## src/sv/lsdp_pkg.sv

```systemverilog
// Shared types and constants of the delta phi histogram unit.
package lsdp_pkg;

    localparam int NUM_BINS    = 125;
    localparam int COUNT_W     = 32;
    localparam int PT_W        = 16;
    localparam int PHI_W       = 16;
    localparam int BIN_W       = $clog2(NUM_BINS + 1);
    localparam int PROD_W      = PHI_W - 1 + BIN_W;
    localparam int QUEUE_DEPTH = 4;
    localparam int QPTR_W      = $clog2(QUEUE_DEPTH);
    localparam int QCNT_W      = $clog2(QUEUE_DEPTH + 1);

    // Half turn in phi units, held one bit wider than phi.
    localparam logic [PHI_W:0] PHI_PI     = (PHI_W + 1)'(1) << (PHI_W - 1);
    localparam logic [PHI_W:0] PHI_TWO_PI = (PHI_W + 1)'(1) << PHI_W;

    localparam logic [BIN_W-1:0]   OVF_BIN   = BIN_W'(NUM_BINS);
    localparam logic [COUNT_W-1:0] COUNT_MAX = '1;

    // Operation codes of an input item.
    localparam logic OP_TRACK = 1'b0;
    localparam logic OP_READ  = 1'b1;

    // Kind codes of a result item.
    localparam logic KIND_FILL = 1'b0;
    localparam logic KIND_READ = 1'b1;

    // One histogram command passed from the front to the back.
    typedef struct packed {
        logic             kind;
        logic [PHI_W-1:0] dphi;
        logic [BIN_W-1:0] bin;
    } cmd_t;

endpackage

```

## src/sv/lsdp_front.sv

```systemverilog
// Front part: tracks leading and subleading pT, forms folded delta phi and its bin.
module lsdp_front (
    input  logic                         clk,
    input  logic                         rst_n,
    input  logic                         accept,
    input  logic                         operation,
    input  logic [lsdp_pkg::PT_W-1:0]    pt,
    input  logic signed [lsdp_pkg::PHI_W-1:0] phi,
    input  logic                         last_track,
    input  logic [lsdp_pkg::BIN_W-1:0]   read_bin,
    output logic                         push,
    output lsdp_pkg::cmd_t               cmd
);

    logic [lsdp_pkg::PT_W-1:0]         lead_pt_reg, lead_pt_next;
    logic [lsdp_pkg::PT_W-1:0]         sub_pt_reg, sub_pt_next;
    logic signed [lsdp_pkg::PHI_W-1:0] lead_phi_reg, lead_phi_next;
    logic signed [lsdp_pkg::PHI_W-1:0] sub_phi_reg, sub_phi_next;

    logic [lsdp_pkg::PT_W-1:0]         upd_lead_pt, upd_sub_pt;
    logic signed [lsdp_pkg::PHI_W-1:0] upd_lead_phi, upd_sub_phi;
    logic signed [lsdp_pkg::PHI_W:0]   diff;
    logic [lsdp_pkg::PHI_W:0]          mag;
    logic [lsdp_pkg::PHI_W:0]          folded;
    logic [lsdp_pkg::PROD_W-1:0]       prod;
    logic [lsdp_pkg::BIN_W-1:0]        bin;
    logic                              is_track;

    assign is_track = accept && (operation == lsdp_pkg::OP_TRACK);

    // Leader and subleader after this track, with strict compares.
    always_comb
    begin
        upd_lead_pt  = lead_pt_reg;
        upd_lead_phi = lead_phi_reg;
        upd_sub_pt   = sub_pt_reg;
        upd_sub_phi  = sub_phi_reg;
        if (pt > lead_pt_reg)
        begin
            upd_sub_pt   = lead_pt_reg;
            upd_sub_phi  = lead_phi_reg;
            upd_lead_pt  = pt;
            upd_lead_phi = phi;
        end
        else if (pt > sub_pt_reg)
        begin
            upd_sub_pt  = pt;
            upd_sub_phi = phi;
        end
    end

    // Absolute difference, folded into the half turn, then binned.
    always_comb
    begin
        diff = {upd_lead_phi[lsdp_pkg::PHI_W-1], upd_lead_phi}
             - {upd_sub_phi[lsdp_pkg::PHI_W-1], upd_sub_phi};
        mag  = diff[lsdp_pkg::PHI_W] ? (lsdp_pkg::PHI_W + 1)'(-diff)
                                     : (lsdp_pkg::PHI_W + 1)'(diff);
        folded = (mag > lsdp_pkg::PHI_PI) ? (lsdp_pkg::PHI_TWO_PI - mag) : mag;
        prod = lsdp_pkg::PROD_W'(folded[lsdp_pkg::PHI_W-2:0])
             * lsdp_pkg::PROD_W'(lsdp_pkg::NUM_BINS);
        if (folded >= lsdp_pkg::PHI_PI)
        begin
            bin = lsdp_pkg::OVF_BIN;
        end
        else
        begin
            bin = prod[lsdp_pkg::PROD_W-1:lsdp_pkg::PHI_W-1];
        end
    end

    // Per-event state: updated on each track, cleared after the last one.
    always_comb
    begin
        lead_pt_next  = lead_pt_reg;
        lead_phi_next = lead_phi_reg;
        sub_pt_next   = sub_pt_reg;
        sub_phi_next  = sub_phi_reg;
        if (is_track)
        begin
            if (last_track)
            begin
                lead_pt_next  = '0;
                lead_phi_next = '0;
                sub_pt_next   = '0;
                sub_phi_next  = '0;
            end
            else
            begin
                lead_pt_next  = upd_lead_pt;
                lead_phi_next = upd_lead_phi;
                sub_pt_next   = upd_sub_pt;
                sub_phi_next  = upd_sub_phi;
            end
        end
    end

    always_ff @(posedge clk or negedge rst_n)
    begin
        if (!rst_n)
        begin
            lead_pt_reg  <= '0;
            lead_phi_reg <= '0;
            sub_pt_reg   <= '0;
            sub_phi_reg  <= '0;
        end
        else
        begin
            lead_pt_reg  <= lead_pt_next;
            lead_phi_reg <= lead_phi_next;
            sub_pt_reg   <= sub_pt_next;
            sub_phi_reg  <= sub_phi_next;
        end
    end

    // A read or the last track of an event makes one histogram command.
    always_comb
    begin
        push = accept && ((operation == lsdp_pkg::OP_READ) || last_track);
        if (operation == lsdp_pkg::OP_READ)
        begin
            cmd.kind = lsdp_pkg::KIND_READ;
            cmd.dphi = '0;
            cmd.bin  = read_bin;
        end
        else
        begin
            cmd.kind = lsdp_pkg::KIND_FILL;
            cmd.dphi = folded[lsdp_pkg::PHI_W-1:0];
            cmd.bin  = bin;
        end
    end

endmodule

```

## config.mk

```make
export PLATFORM = sky130hd
export DESIGN_NAME = lsdp_front
export DESIGN_NICKNAME = d
export VERILOG_FILES = /design/src/sv/lsdp_pkg.sv /design/src/sv/lsdp_front.sv
export SDC_FILE = /design/constraint.sdc
export NUM_CORES = 1
export LEC_CHECK = 0
export ABC_AREA = 0
export ABC_CLOCK_PERIOD_IN_PS = 22200
export BUFFER_PORTS_ARGS = -buffer_cell sky130_fd_sc_hd__buf_2
export CAP_MARGIN = 20
export CORE_MARGIN = 4
export CORE_UTILIZATION = 50
export CTS_CLUSTER_DIAMETER = 60
export CTS_CLUSTER_SIZE = 28
export DETAILED_ROUTE_END_ITERATION = 16
export MAX_ROUTING_LAYER = met4
export PLACE_DENSITY = 0.7
export SYNTH_ARGS = -nofsm -noshare
export SYNTH_HDL_FRONTEND = slang
export SYNTH_SLANG_ARGS = --single-unit
```

## constraint.sdc

```tcl
create_clock -name clk -period 22.2 [get_ports clk]
set_input_delay 1.11 -clock clk [delete_from_list [all_inputs] [get_ports clk]]
set_output_delay 1.11 -clock clk [all_outputs]
set_load 0.02 [all_outputs]
```

==> results of run 1 <==
## worst max-delay path, delay by kind of cell
kind,cells,cell delay (ps)
multiplexers,2,750
AO/OA/AOI/OAI,26,4680
AND/OR/NAND/NOR,11,2120
buffers and inverters,6,1280
adder cells (fa/ha/maj),8,3270
XOR/XNOR,2,660
## area by class of cell
class                   count  area (µm²)
clock buffers              12       256.5
clock inverters             4       28.78
fillers                  1499        7281
inverters                 125       469.2
multi-input cells         727        6190
flip-flops and latches     64        1602
well taps                 220       275.3
repair buffers             79       422.9
## kinds of logic (layout without fill, tap and decap cells)
| family | count (synthesis) | count (layout) | synth area share, % |
|---|---|---|---|
| compound gates | 242 | 242 | 20.36 |
| xor+xnor | 53 | 53 | 6.494 |
| fa+ha+maj | 143 | 143 | 25.23 |
| buf+inv | 164 | 220 | 7.579 |
| flops | 64 | 64 | 19.02 |
| mux | 66 | 66 | 8.307 |
| simple gates | 223 | 223 | 13.00 |
## layout by cell type (no fill, tap or decap), types with 6 or more instances in the layout
| cell type | Yosys | final |
|---|---|---|
| o21ai_0 | 51 | 51 |
| inv_1 | 123 | 123 |
| nand2b_1 | 9 | 9 |
| xnor2_2 | 6 | 6 |
| nand3_1 | 9 | 9 |
| clkbuf_16 | 0 | 9 |
| a22o_1 | 31 | 31 |
| nand2_1 | 83 | 83 |
| dfrtp_1 | 64 | 64 |
| fa_1 | 45 | 45 |
| mux2_2 | 31 | 31 |
| ha_1 | 97 | 97 |
| a21oi_1 | 38 | 38 |
| nor2b_1 | 12 | 12 |
| and2_1 | 7 | 7 |
| nand4_1 | 11 | 11 |
| xnor2_1 | 33 | 33 |
| o211ai_1 | 8 | 8 |
| buf_4 | 1 | 11 |
| a21o_1 | 16 | 16 |
| o31ai_1 | 21 | 20 |
| mux2i_1 | 35 | 35 |
| xor2_1 | 12 | 12 |
| buf_2 | 9 | 68 |
| nor2_1 | 46 | 46 |
| o21a_1 | 19 | 19 |
| nor3_1 | 12 | 12 |
## stage by stage
step | util [%] | hold slack [ps]
final | 55.94 | 474.6
after global routing | 55.94 | 490.5
after CTS | 55.94 | 475.1
after detailed placement | 54.21 | 463.2
after global placement | 54.21 | 456.5
after floorplan | - | 444.6
## how the worst max path moves through the flow
stage	start	end	slack, ps
4_1_cts	pt[1]	cmd[6]	7210
2_1_floorplan	pt[1]	cmd[5]	8910
3_5_place_dp	pt[1]	cmd[6]	7300
6_report	pt[1]	cmd[6]	7130
5_1_grt	pt[1]	cmd[6]	6330
3_3_place_gp	pt[1]	cmd[6]	7560
## per-layer routing
layer  share of wire (%)  vias up  GRT usage (%)
met4                 1.5        0          5.269
li1                    -     3453              -
met3                 3.6       24          2.557
met1                  46     3305          27.78
met2                  49      146          36.09
met5                   0        -              -
==> run metrics, run 1 <==
CTS Buffer Depth=2; hold path startpoint=sub_phi_reg[12]$_DFFE_PN0P_; max_slew headroom=35.87%; final setup margin=7131 ps; post-synth top area share=19.02%; Hold Vio Cnt, Final=0; Crit path arrival time=13960 ps; Peak Freq=66.36 MHz; FFs w/ async S/R, synth=100.0%; CTS Buf Count=9; fin crit period=15070 ps; warnings from Yosys=0; Layout area overhead=9.793%; CTS tree=built; post-CTS resize count=0; Synth Area per Inst=8.816 µm²; count of unique library cells instantiated by Yosys=86; Seq/Total Area, Yosys=19.02%; crit-path max FO=45; vias in the first global route=6672; measured slew at the worst slew-check pin=961.5 ps; dpl hpwl=15.01 mm; root buffer cell=clkbuf_16; reg2reg end=lead_pt_reg[0]$_DFFE_PN0P_; first-pass GRT wire length=32.20 mm; CP max-delay cell=buf_4; Critical Path RT=21090 ps; Top-Level Pins=69; Seq cells post-synth=64; Placed Cells=1215; Synth Instances=955; final worst-path cycle share=67.88%; R2R depth=16; CP max stage delay=640 ps; Initial Util=50.95%; share of cells above drive strength 1=15.53%; # clock sinks=64; # nets final=1192; max_cap viols=0; type of origin of the critical path=primary input; std cell rows=47; # diodes=0; Hold Path End=sub_phi_reg[12]$_DFFE_PN0P_; Syn Std Cell Area=8419 µm²; Syn Nets=1141; Setup Total Neg Slack=0 ps; CP endpoint kind=output pin; setup violators final=0; final wirelength=18.94 mm; Clock Latency Late Sink=340 ps; DR iter-0 viols=429; Placer Congestion=0.9646; R2R setup slack=18020 ps; Antenna Nets Post-Route=0; Hold Path Class=flop to flop; post-CTS setup buffer count=0; vias per inst=5.628; most used cell along the critical path=o21a_1; Die Y=137.8 µm; most numerous cell in the Yosys netlist=inv_1; hold bufs inserted after CTS=0; Final Cell Area=9244 µm²; Synth area leaders=dfrtp_1 (19%), ha_1 (14%), fa_1 (11%); Synth area leader=dfrtp_1; Clock Skews=8.939 ps; largest net degree at the start of global routing=65; DRC Markers=0; die width=137.8 µm; GRT Overall Usage=21.47%; wire per inst=15.39 µm; placed inst area=8959 µm²; PortBufs=68; RSZ-0062 raised after global routing=false; Synth Flop Type=dfrtp_1; R2R Path Start=lead_pt_reg[1]$_DFFE_PN0P_; Placeable Area=16520 µm²; total congestion overflow=0; status=complete, no violations; Post-synth top cells=inv_1 (123), ha_1 (97), nand2_1 (83); full die area=18980 µm²; Setup WS pre-CTS=7304 ps; htree depth=3; First-pass DRT Iterations=5; Setup CP Type=primary input to output pin; routed vias=6928; max-slew violation count=0; Post-synth EDFFs=0; post-route non-filler standard cell count=1231; clock-pin slew on the worst setup and hold paths=50 ps; antenna violations before repair=0; Min-Delay Path Depth=2
Power of run 1 is not shown: default switching activity piles up to over one toggle a cycle in this logic, so the estimate is an artifact.
==> inputs of run 2 (changes only) <==
- ABC_CLOCK_PERIOD_IN_PS: 22200 -> 13990
- clock period: 22.2 -> 13.99 ns (I/O delays scaled with it)
==> run 2 against run 1 <==
Effect of this change: hold slack got worse by 3.1 ps; critical path depth rose by 1; utilization rose by 0.64 points; cell count rose by 0.49%; first-iteration DRC count fell by 21%; sequential cell count did not move; highest routed layer unchanged.
==> run metrics, run 2 (synthesized netlist as in run 1, its figures left out) <==
status=complete, no violations; most frequent cells in the layout=inv_1 (123), ha_1 (97), nand2_1 (83); full die area=18980 µm²; DR iter-0 viols=340; largest net degree at the start of global routing=65; type of origin of the critical path=primary input; Setup CP Type=primary input to output pin; max-slew violation count=0; first-pass GRT wire length=32.80 mm; R2R Path Start=lead_pt_reg[1]$_DFFE_PN0P_; htree depth=3; Placed Cells=1216; CTS tree=built; # diodes=0; vias in the first global route=6750; hold path startpoint=sub_phi_reg[7]$_DFFE_PN0P_; share of cells above drive strength 1=16.62%; grt met2 use=36.52%; First-pass DRT Iterations=5; dpl hpwl=15.15 mm; GRT Overall Usage=21.99%; Antenna Nets Post-Route=0; # nets final=1198; post-route non-filler standard cell count=1237; Peak Freq=76.25 MHz; clock-pin slew on the worst setup and hold paths=50 ps; crit-path max FO=48; Hold Vio Cnt, Final=0; Critical Path RT=13290 ps; Layout area overhead=11.04%; Placer Congestion=0.9296; root buffer cell=clkbuf_16; R2R setup slack=10160 ps; most used cell along the critical path=o21a_1; std cell rows=47; CP max stage delay=590 ps; die width=137.8 µm; routed vias=6985; CP endpoint kind=output pin; hold bufs inserted after CTS=0; most common cell after layout, fill and taps aside=inv_1; total congestion overflow=0; CP max-delay cell=xnor2_1; final worst-path cycle share=93.75%; Hold Path Class=flop to flop; final wirelength=19.71 mm; setup violators final=0; max_slew headroom=31.61%; Clock Latency Late Sink=340 ps; gr busiest metal=met2; DRC Markers=0; Initial Util=50.95%; Die Y=137.8 µm; vias per inst=5.647; Placeable Area=16520 µm²; wire per inst=15.94 µm; Top-Level Pins=69; PortBufs=68; CTS Buf Count=9; CTS Buffer Depth=2; Clock Skews=10.46 ps; antenna violations before repair=0; measured slew at the worst slew-check pin=1025 ps; crit path from=pt[1]; max_cap viols=0; routing usage on met1=29.02%; # clock sinks=64; Crit path arrival time=12420 ps; fin crit period=13120 ps; GRT met3 Usage=2.666%
## run 2: cell count changes in the layout (fill, tap and decap cells not counted), sizes merged
cell and change:
buf +6
## run 2: stage by stage
| stage | setup WS (ps) | instance area [µm²] | TNS [ps] | utilization [%] | hold WS [ps] |
|---|---|---|---|---|---|
| 2_1_floorplan | 1521 | 8419 | 0 | - | 403.9 |
| 3_3_place_gp | 389.2 | 8966 | 0 | 54.26 | 455.9 |
| 3_5_place_dp | 215.5 | 8966 | 0 | 54.26 | 462.7 |
| 4_1_cts | 106.0 | 9251 | 0 | 55.99 | 474.1 |
| 5_1_grt | -7.794 | 9349 | -7.794 | 56.58 | 494.3 |
| 6_report | 874.8 | 9349 | 0 | 56.58 | 471.5 |
## run 2: cell type report
cell class	instances	area [µm²]
inverters	125	469.2
fillers	1503	7176
clock inverters	4	28.78
multi-input cells	727	6237
well taps	220	275.3
clock buffers	12	256.5
repair buffers	85	480.5
flip-flops and latches	64	1602
## run 2: path summary, 6_finish.rpt
kind	end	depth (start not counted)
min reg2reg	sub_phi_reg[7]$_DFFE_PN0P_	2
min	sub_phi_reg[7]$_DFFE_PN0P_	2
min in group asynchronous	sub_pt_reg[2]$_DFFE_PN0P_	2
max in group asynchronous	sub_phi_reg[4]$_DFFE_PN0P_	2
max	cmd[6]	56
max reg2reg	lead_pt_reg[8]$_DFFE_PN0P_	16
## run 2: layer usage
layer	up-vias	routed length [µm]
met5	-	0
met4	0	197
met3	14	710
met2	115	9651
met1	3393	9153
li1	3463	-
## run 2: what timing repair did
item	in CTS	in global routing
setup buffers	0	5
setup endpoints to repair	0	5
gates resized for setup	0	12
## run 2: critical path, delay by kind of cell
kind	cells	cell delay [ps]
compound gates	22	3600
fa+ha+maj	8	3430
simple gates	13	2220
buf+inv	9	1140
xor+xnor	2	800
mux	2	480
Power of run 2 is left out for the same reason.
