===== config.mk =====
export PLATFORM = sky130hd
export DESIGN_NAME = lsdp_queue
export DESIGN_NICKNAME = d
export VERILOG_FILES = /design/src/sv/lsdp_pkg.sv /design/src/sv/lsdp_queue.sv
export SDC_FILE = /design/constraint.sdc
export NUM_CORES = 1
export LEC_CHECK = 0
export BUFFER_PORTS_ARGS = -buffer_cell sky130_fd_sc_hd__buf_2
export CAP_MARGIN = 40
export CORE_MARGIN = 2
export CORE_UTILIZATION = 50
export DETAILED_ROUTE_END_ITERATION = 7
export PLACE_DENSITY = 0.71
export RECOVER_POWER = 50
export SLEW_MARGIN = 40
export SYNTH_ARGS = -nofsm -noshare
export SYNTH_HDL_FRONTEND = slang
export SYNTH_SLANG_ARGS = --single-unit

===== constraint.sdc =====
create_clock -name clk -period 2.15 [get_ports clk]
set_input_delay 0.43 -clock clk [delete_from_list [all_inputs] [get_ports clk]]
set_output_delay 0.43 -clock clk [all_outputs]
set_load 0.005 [all_outputs]

===== src/sv/lsdp_pkg.sv =====
// Shared types and constants of the delta phi histogram unit.
package lsdp_pkg;

    localparam int NUM_BINS    = 125;
    localparam int COUNT_W     = 32;
    localparam int PT_W        = 16;
    localparam int PHI_W       = 16;
    localparam int BIN_W       = $clog2(NUM_BINS + 1);
    localparam int PROD_W      = PHI_W - 1 + BIN_W;
    localparam int QUEUE_DEPTH = 4;
    localparam int QPTR_W      = $clog2(QUEUE_DEPTH);
    localparam int QCNT_W      = $clog2(QUEUE_DEPTH + 1);

    // Half turn in phi units, held one bit wider than phi.
    localparam logic [PHI_W:0] PHI_PI     = (PHI_W + 1)'(1) << (PHI_W - 1);
    localparam logic [PHI_W:0] PHI_TWO_PI = (PHI_W + 1)'(1) << PHI_W;

    localparam logic [BIN_W-1:0]   OVF_BIN   = BIN_W'(NUM_BINS);
    localparam logic [COUNT_W-1:0] COUNT_MAX = '1;

    // Operation codes of an input item.
    localparam logic OP_TRACK = 1'b0;
    localparam logic OP_READ  = 1'b1;

    // Kind codes of a result item.
    localparam logic KIND_FILL = 1'b0;
    localparam logic KIND_READ = 1'b1;

    // One histogram command passed from the front to the back.
    typedef struct packed {
        logic             kind;
        logic [PHI_W-1:0] dphi;
        logic [BIN_W-1:0] bin;
    } cmd_t;

endpackage


===== src/sv/lsdp_queue.sv =====
// Short command queue between the front and back parts.
module lsdp_queue (
    input  logic           clk,
    input  logic           rst_n,
    input  logic           push,
    input  lsdp_pkg::cmd_t push_cmd,
    output logic           full,
    input  logic           pop,
    output logic           not_empty,
    output lsdp_pkg::cmd_t head_cmd
);

    lsdp_pkg::cmd_t                  entry_reg [lsdp_pkg::QUEUE_DEPTH];
    logic [lsdp_pkg::QPTR_W-1:0]     wr_ptr_reg, wr_ptr_next;
    logic [lsdp_pkg::QPTR_W-1:0]     rd_ptr_reg, rd_ptr_next;
    logic [lsdp_pkg::QCNT_W-1:0]     count_reg, count_next;

    assign full      = (count_reg == lsdp_pkg::QCNT_W'(lsdp_pkg::QUEUE_DEPTH));
    assign not_empty = (count_reg != '0);
    assign head_cmd  = entry_reg[rd_ptr_reg];

    // Pointer and fill count update.
    always_comb
    begin
        wr_ptr_next = push ? wr_ptr_reg + 1'b1 : wr_ptr_reg;
        rd_ptr_next = pop ? rd_ptr_reg + 1'b1 : rd_ptr_reg;
        count_next  = count_reg;
        if (push && !pop)
        begin
            count_next = count_reg + 1'b1;
        end
        else if (pop && !push)
        begin
            count_next = count_reg - 1'b1;
        end
    end

    always_ff @(posedge clk or negedge rst_n)
    begin
        if (!rst_n)
        begin
            wr_ptr_reg <= '0;
            rd_ptr_reg <= '0;
            count_reg  <= '0;
        end
        else
        begin
            wr_ptr_reg <= wr_ptr_next;
            rd_ptr_reg <= rd_ptr_next;
            count_reg  <= count_next;
        end
    end

    // Entry storage needs no reset.
    always_ff @(posedge clk)
    begin
        if (push)
        begin
            entry_reg[wr_ptr_reg] <= push_cmd;
        end
    end

endmodule


==> results.sh, run 1 <==
export IMPL_status="complete, no violations"
export IMPL_holdWs_ns=0.285
export IMPL_row_count=32
export IMPL_holdPathEnd="rd_ptr_reg[0]$_DFFE_PN0P_"
export IMPL_viasPerCell=5.18
export IMPL_maxSlewViolCount=0
export IMPL_synth_cell_types=19
export IMPL_filler_cell_count=566
export IMPL_drive_gt1_frac=0.319
export IMPL_synthesis_area_um2=3900
export IMPL_largest_register_ffs=96
export IMPL_detail_route_first_pass_iterations=4
export IMPL_die_h_um=92.4
export IMPL_postSynthCellCount=160
export IMPL_fin_crit_sh=0.972
export IMPL_path_class="flip-flop to primary output"
export IMPL_grt_max_degree=18
export IMPL_grt_pass1_wl_um=9610
export IMPL_ys_ff_latch=103
export IMPL_fp_dieArea_um2=8530
export IMPL_crit_path_start="rd_ptr_reg[0]$_DFFE_PN0P_"
export IMPL_async_flop_share=0.0680
export IMPL_final_core_util=0.587
export IMPL_io_pins=54
export IMPL_vias=1762
export IMPL_overflow=0
export IMPL_grt_use_total=0.153
export IMPL_cts_root_buffer="clkbuf_8"
export IMPL_ant_nets=0
export IMPL_yosys_warnings=0
export IMPL_synth_fa_ha_area_frac=0.0212
export IMPL_clk_pin_slew_ns=0.09
export IMPL_endpoint_kind="primary output"
export IMPL_slowest_stage="mux4_1"
export IMPL_hold_class="input pin to flip-flop"
export IMPL_synth_top_family_by_area="multiplexers"
export IMPL_syn_num_nets=194
export IMPL_drv_cap=0
export IMPL_fin_crit_ns=2.09
export IMPL_drc_errors=0
export IMPL_diodes=0
export IMPL_path_cells="buf_12 > mux4_1 > buf_2"
export IMPL_rr_startpoint="wr_ptr_reg[0]$_DFFE_PN0P_"
export IMPL_synth_simple_area_share=0.0128
export IMPL_port_buffers=53
export IMPL_cp_required_ns=1.72
export IMPL_place_ws_ns=0.359
export IMPL_start_util=0.510
export IMPL_worst_path_stages=3
export IMPL_powerDensity_nw_per_um2=1220
export IMPL_drt_iter0_drc=98
export IMPL_synth_main_ff_cell="edfxtp_1"
export IMPL_setup_ws_ns=0.0594
export IMPL_synth_compound_area_frac=0.00128
export IMPL_cts_sinks=103
export IMPL_cp_arrival_ns=1.66
export IMPL_routed_wl_um=6140
export IMPL_slew_headroom=0.540
export IMPL_cts_path_max_buffers=2
export IMPL_grt_pass1_vias=1912
export IMPL_worst_path_max_fanout=15
export IMPL_setup_viol=0
export IMPL_numCtsBuffers=9
export IMPL_whs_path_depth=2
export IMPL_rsz0062_at_grt="yes"
export IMPL_critPathLaunchType="flip-flop"
export IMPL_hpwl_um=4150
export IMPL_cp_top_family="multiplexers"
export IMPL_multi_input_area_um2=761
export IMPL_clk_latency_ns=0.35
export IMPL_synthMuxAreaShare=0.147
export IMPL_post_drt_wl_per_cell_um=18.1
export IMPL_fin_tns_setup_ns=0
export IMPL_vdd_ir_drop_max_uv=499
export IMPL_yosysSeqAreaShare=0.783
export IMPL_slowest_delay_ns=0.56
export IMPL_nets=267
export IMPL_die_width_um=92.4
export IMPL_power_mw=5.49
export IMPL_clock_fmax_mhz=478
export IMPL_finalClockSkew_ns=0.00647
export IMPL_coreArea_um2=7650
export IMPL_synth_edf_count=96
export IMPL_tightest_slew_ns=0.690
export IMPL_regArea_um2=3060
export IMPL_reg2reg_to="entry_reg[3][23]$_DFFE_PP_"
export IMPL_area_growth_pct=15.1
export IMPL_antenna_found_initial=0
export IMPL_tritoncts="done"
export IMPL_power_leakage_nw=1.54
export IMPL_reg2reg_depth=3
export IMPL_hp_start="pop"
export IMPL_crit_buf_inv=2
export IMPL_synth_xor_xnor_area_share=0.0135
export IMPL_r2r_setup_slack_ns=0.50
export IMPL_avgSynthCellArea_um2=24.4
export IMPL_place_congestion=0.689
export IMPL_cts_max_level=3
export IMPL_finalHoldViolations=0
-- where the power goes --
group | internal (mW) | switching, mW | total, mW
logic | 0.895 | 0.765 | 1.66
clock network | 0.420 | 0.617 | 1.04
registers | 2.64 | 0.153 | 2.79
total | 3.95 | 1.54 | 5.49
-- through the flow --
step | cell area (µm²) | cells
after global placement | 4330 | 321
after CTS | 4530 | 340
final | 4490 | 340
after global routing | 4490 | 340
after floorplan | 3900 | 160
after detailed placement | 4330 | 321
-- metal layers --
layer,part of all wire,wire [µm],vias to the layer above,track usage
met1,0.45,2750,906,0.207
met4,0.011,70,0,0.0473
met3,0.043,261,6,0.0415
li1,-,-,801,-
met5,0,0,-,0
met2,0.50,3060,49,0.248
-- synth_stat cells (2+ instances only) --
| cell | instances | area share |
|---|---|---|
| mux4_1 | 6 | 0.040 |
| mux4_2 | 18 | 0.10 |
| nand2_1 | 2 | 0.0019 |
| buf_12 | 2 | 0.010 |
| ha_1 | 5 | 0.016 |
| inv_1 | 4 | 0.0038 |
| and2_1 | 4 | 0.0064 |
| edfxtp_1 | 96 | 0.74 |
| xor2_1 | 4 | 0.0090 |
| xnor2_1 | 2 | 0.0045 |
| dfrtp_1 | 7 | 0.045 |
| buf_2 | 3 | 0.0038 |
-- layout make-up --
class	count	area share
sequential	103	0.681
clock buffer	9	0.0276
multi-input combinational	47	0.169
timing repair buffer	68	0.0794
inverter	4	0.00334
clock inverter	7	0.0109
tap	102	0.0284
-- how the worst max path moves through the flow --
| stage | to | slack (ns) |
|---|---|---|
| global route | head_cmd[22] | -0.006 |
| floorplan | entry_reg[0][0]$_DFFE_PP_ | 0.54 |
| CTS | head_cmd[19] | 0.04 |
| global placement | head_cmd[20] | 0.37 |
| detailed placement | head_cmd[19] | 0.36 |
| finish | head_cmd[19] | 0.06 |
-- what timing repair did --
item                       CTS  global route
pin swaps                    0             0
hold buffers                 1             0
resized for setup            0             1
hold endpoints to repair     7             0
buffers inserted             2             0
gates cloned                 0             0
setup endpoints to repair   10             4
-- cells in the final DEF (no fill, tap or decap), drive strengths merged --
cell type | Yosys | layout
nor2 | 1 | 1
and2 | 4 | 4
fa | 1 | 1
inv | 4 | 5
mux2 | 1 | 1
o21ai | 1 | 1
or3 | 1 | 1
nand2 | 2 | 2
ha | 5 | 5
dlygate4sd3 | 0 | 1
clkinvlp | 0 | 3
clkinv | 0 | 3
nor3b | 1 | 1
dfrtp | 7 | 7
mux4 | 24 | 24
xnor2 | 2 | 2
xor2 | 4 | 4
buf | 6 | 40
edfxtp | 96 | 96
clkbuf | 0 | 36
-- kinds of logic (layout without fill, tap and decap cells) --
logic type,count (synthesis),in the layout
xor gates and xnor gates,6,6
buffers and inverters,10,88
adders and majority gates,6,6
and+or+nand+nor,9,9
muxes,25,25
DFF,103,103
AOI/OAI and AO/OA,1,1
No activity file was read; power rests on OpenSTA's default activity.
==> inputs of run 2 (changes only) <==
BUFFER_PORTS_ARGS = -buffer_cell sky130_fd_sc_hd__buf_4   (was -buffer_cell sky130_fd_sc_hd__buf_2)
CORE_UTILIZATION = 55   (was 50)
CTS_BUF_LIST = sky130_fd_sc_hd__clkbuf_8 sky130_fd_sc_hd__clkbuf_16   (was default)
PLACE_DENSITY = 0.77   (was 0.71)
==> results.sh, run 2 (same netlist as run 1, synthesis figures left out) <==
export IMPL_status="complete, no violations"
export IMPL_diodes=0
export IMPL_grt_use_total=0.183
export IMPL_drive_gt1_frac=0.304
export IMPL_reg2reg_depth=3
export IMPL_grt_pass1_wl_um=9960
export IMPL_largest_register_ffs=96
export IMPL_power_leakage_nw=1.58
export IMPL_multi_input_area_um2=764
export IMPL_final_common_cell="edfxtp_1"
export IMPL_nets=266
export IMPL_powerDensity_nw_per_um2=1240
export IMPL_fin_crit_ns=2.10
export IMPL_slowest_stage="mux4_1"
export IMPL_die_h_um=88.2
export IMPL_path_cells="buf_12 > mux4_1 > buf_4"
export IMPL_vdd_ir_drop_max_uv=614
export IMPL_place_ws_ns=0.302
export IMPL_port_buffers=53
export IMPL_cts_sinks=103
export IMPL_final_cell_mix="96 x edfxtp_1, 36 x buf_4, 27 x clkbuf_1"
export IMPL_fin_tns_setup_ns=0
export IMPL_cp_top_family="multiplexers"
export IMPL_drv_cap=0
export IMPL_io_pins=54
export IMPL_finalHoldViolations=0
export IMPL_grtUsageMet3=0.0429
export IMPL_hp_start="pop"
export IMPL_clock_fmax_mhz=476
export IMPL_regArea_um2=3060
export IMPL_area_growth_pct=16.7
export IMPL_fp_dieArea_um2=7790
export IMPL_whs_path_depth=2
export IMPL_worst_path_max_fanout=12
export IMPL_ant_nets=0
export IMPL_hold_class="input pin to flip-flop"
export IMPL_die_width_um=88.2
export IMPL_clk_pin_slew_ns=0.08
export IMPL_row_count=30
export IMPL_crit_buf_inv=2
export IMPL_place_congestion=0.601
export IMPL_setup_viol=0
export IMPL_critPathLaunchType="flip-flop"
export IMPL_slowest_delay_ns=0.57
export IMPL_numCtsBuffers=9
export IMPL_cts_max_level=3
export IMPL_tritoncts="done"
export IMPL_start_util=0.571
export IMPL_detail_route_first_pass_iterations=4
export IMPL_drc_errors=0
export IMPL_r2r_setup_slack_ns=0.48
export IMPL_reg2reg_to="entry_reg[3][8]$_DFFE_PP_"
export IMPL_viasPerCell=5.41
export IMPL_top_usage_layer="met2"
export IMPL_tightest_slew_ns=0.718
export IMPL_cp_arrival_ns=1.67
export IMPL_coreArea_um2=6830
export IMPL_clk_latency_ns=0.36
export IMPL_hpwl_um=4440
export IMPL_cts_root_buffer="clkbuf_8"
export IMPL_maxSlewViolCount=0
export IMPL_cts_path_max_buffers=2
export IMPL_finalClockSkew_ns=0.0105
export IMPL_antenna_found_initial=0
export IMPL_fin_crit_sh=0.977
export IMPL_post_drt_wl_per_cell_um=18.8
export IMPL_rsz0062_at_grt="no"
export IMPL_slew_headroom=0.522
export IMPL_holdWs_ns=0.277
export IMPL_routed_wl_um=6270
export IMPL_cp_required_ns=1.72
export IMPL_setup_ws_ns=0.0497
export IMPL_grt_pass1_vias=1995
export IMPL_endpoint_kind="primary output"
export IMPL_rr_startpoint="wr_ptr_reg[0]$_DFFE_PN0P_"
export IMPL_overflow=0
export IMPL_holdPathEnd="rd_ptr_reg[0]$_DFFE_PN0P_"
export IMPL_met2_usage=0.322
export IMPL_filler_cell_count=486
export IMPL_drt_iter0_drc=85
export IMPL_vias=1800
export IMPL_grt_util_met1=0.213
export IMPL_grt_max_degree=19
export IMPL_path_class="flip-flop to primary output"
run 2: cell count changes in the layout (fill, tap and decap cells not counted), sizes merged:
cell	previous run	this run
buf	40	39
clkinvlp	3	1
inv	5	7
run 2: power breakdown:
group          total [mW]  internal [mW]  switching (mW)  leakage (nW)
Sequential           2.81           2.64           0.172         0.963
Clock                1.00          0.412           0.593        0.0896
Combinational        1.84           1.07           0.769         0.525
run 2: cell type report:
class                   instances  share of cell area
inverters                       4             0.00329
well taps                      96              0.0264
flip-flops and latches        103               0.671
multi-input cells              47               0.168
clock buffers                   9              0.0272
repair buffers                 67              0.0950
clock inverters                 7             0.00906
run 2: stage by stage:
| stage | instances | power (mW) | cell area, µm² | util |
|---|---|---|---|---|
| after floorplan | 160 | 3.90 | 3900 | - |
| after global placement | 314 | 4.64 | 4460 | 0.653 |
| after detailed placement | 314 | 4.73 | 4460 | 0.653 |
| after CTS | 333 | 5.76 | 4650 | 0.681 |
| after global routing | 333 | 5.98 | 4560 | 0.667 |
| final | 333 | 5.66 | 4560 | 0.667 |
run 2: timing repair:
| action | 4_1_cts | 5_1_grt |
|---|---|---|
| hold endpoints to repair | 7 | 0 |
| gates cloned | 0 | 0 |
| setup buffers | 2 | 0 |
| endpoints found under the setup margin | 20 | 2 |
| resized for setup | 0 | 1 |
| hold buffers | 1 | 0 |
run 2: worst max path at each step:
stage | cells past startpoint | startpoint | end
6_report | 3 | rd_ptr_reg[0]$_DFFE_PN0P_ | head_cmd[22]
5_1_grt | 3 | rd_ptr_reg[0]$_DFFE_PN0P_ | head_cmd[22]
4_1_cts | 3 | rd_ptr_reg[0]$_DFFE_PN0P_ | head_cmd[3]
3_5_place_dp | 3 | rd_ptr_reg[0]$_DFFE_PN0P_ | head_cmd[3]
3_3_place_gp | 3 | rd_ptr_reg[0]$_DFFE_PN0P_ | head_cmd[8]
2_1_floorplan | 3 | wr_ptr_reg[0]$_DFFE_PN0P_ | entry_reg[0][0]$_DFFE_PP_
run 2: per-layer routing:
layer,vias up,routed length [µm]
met3,8,315
li1,805,-
met5,-,0
met4,0,113
met1,935,2400
met2,52,3440
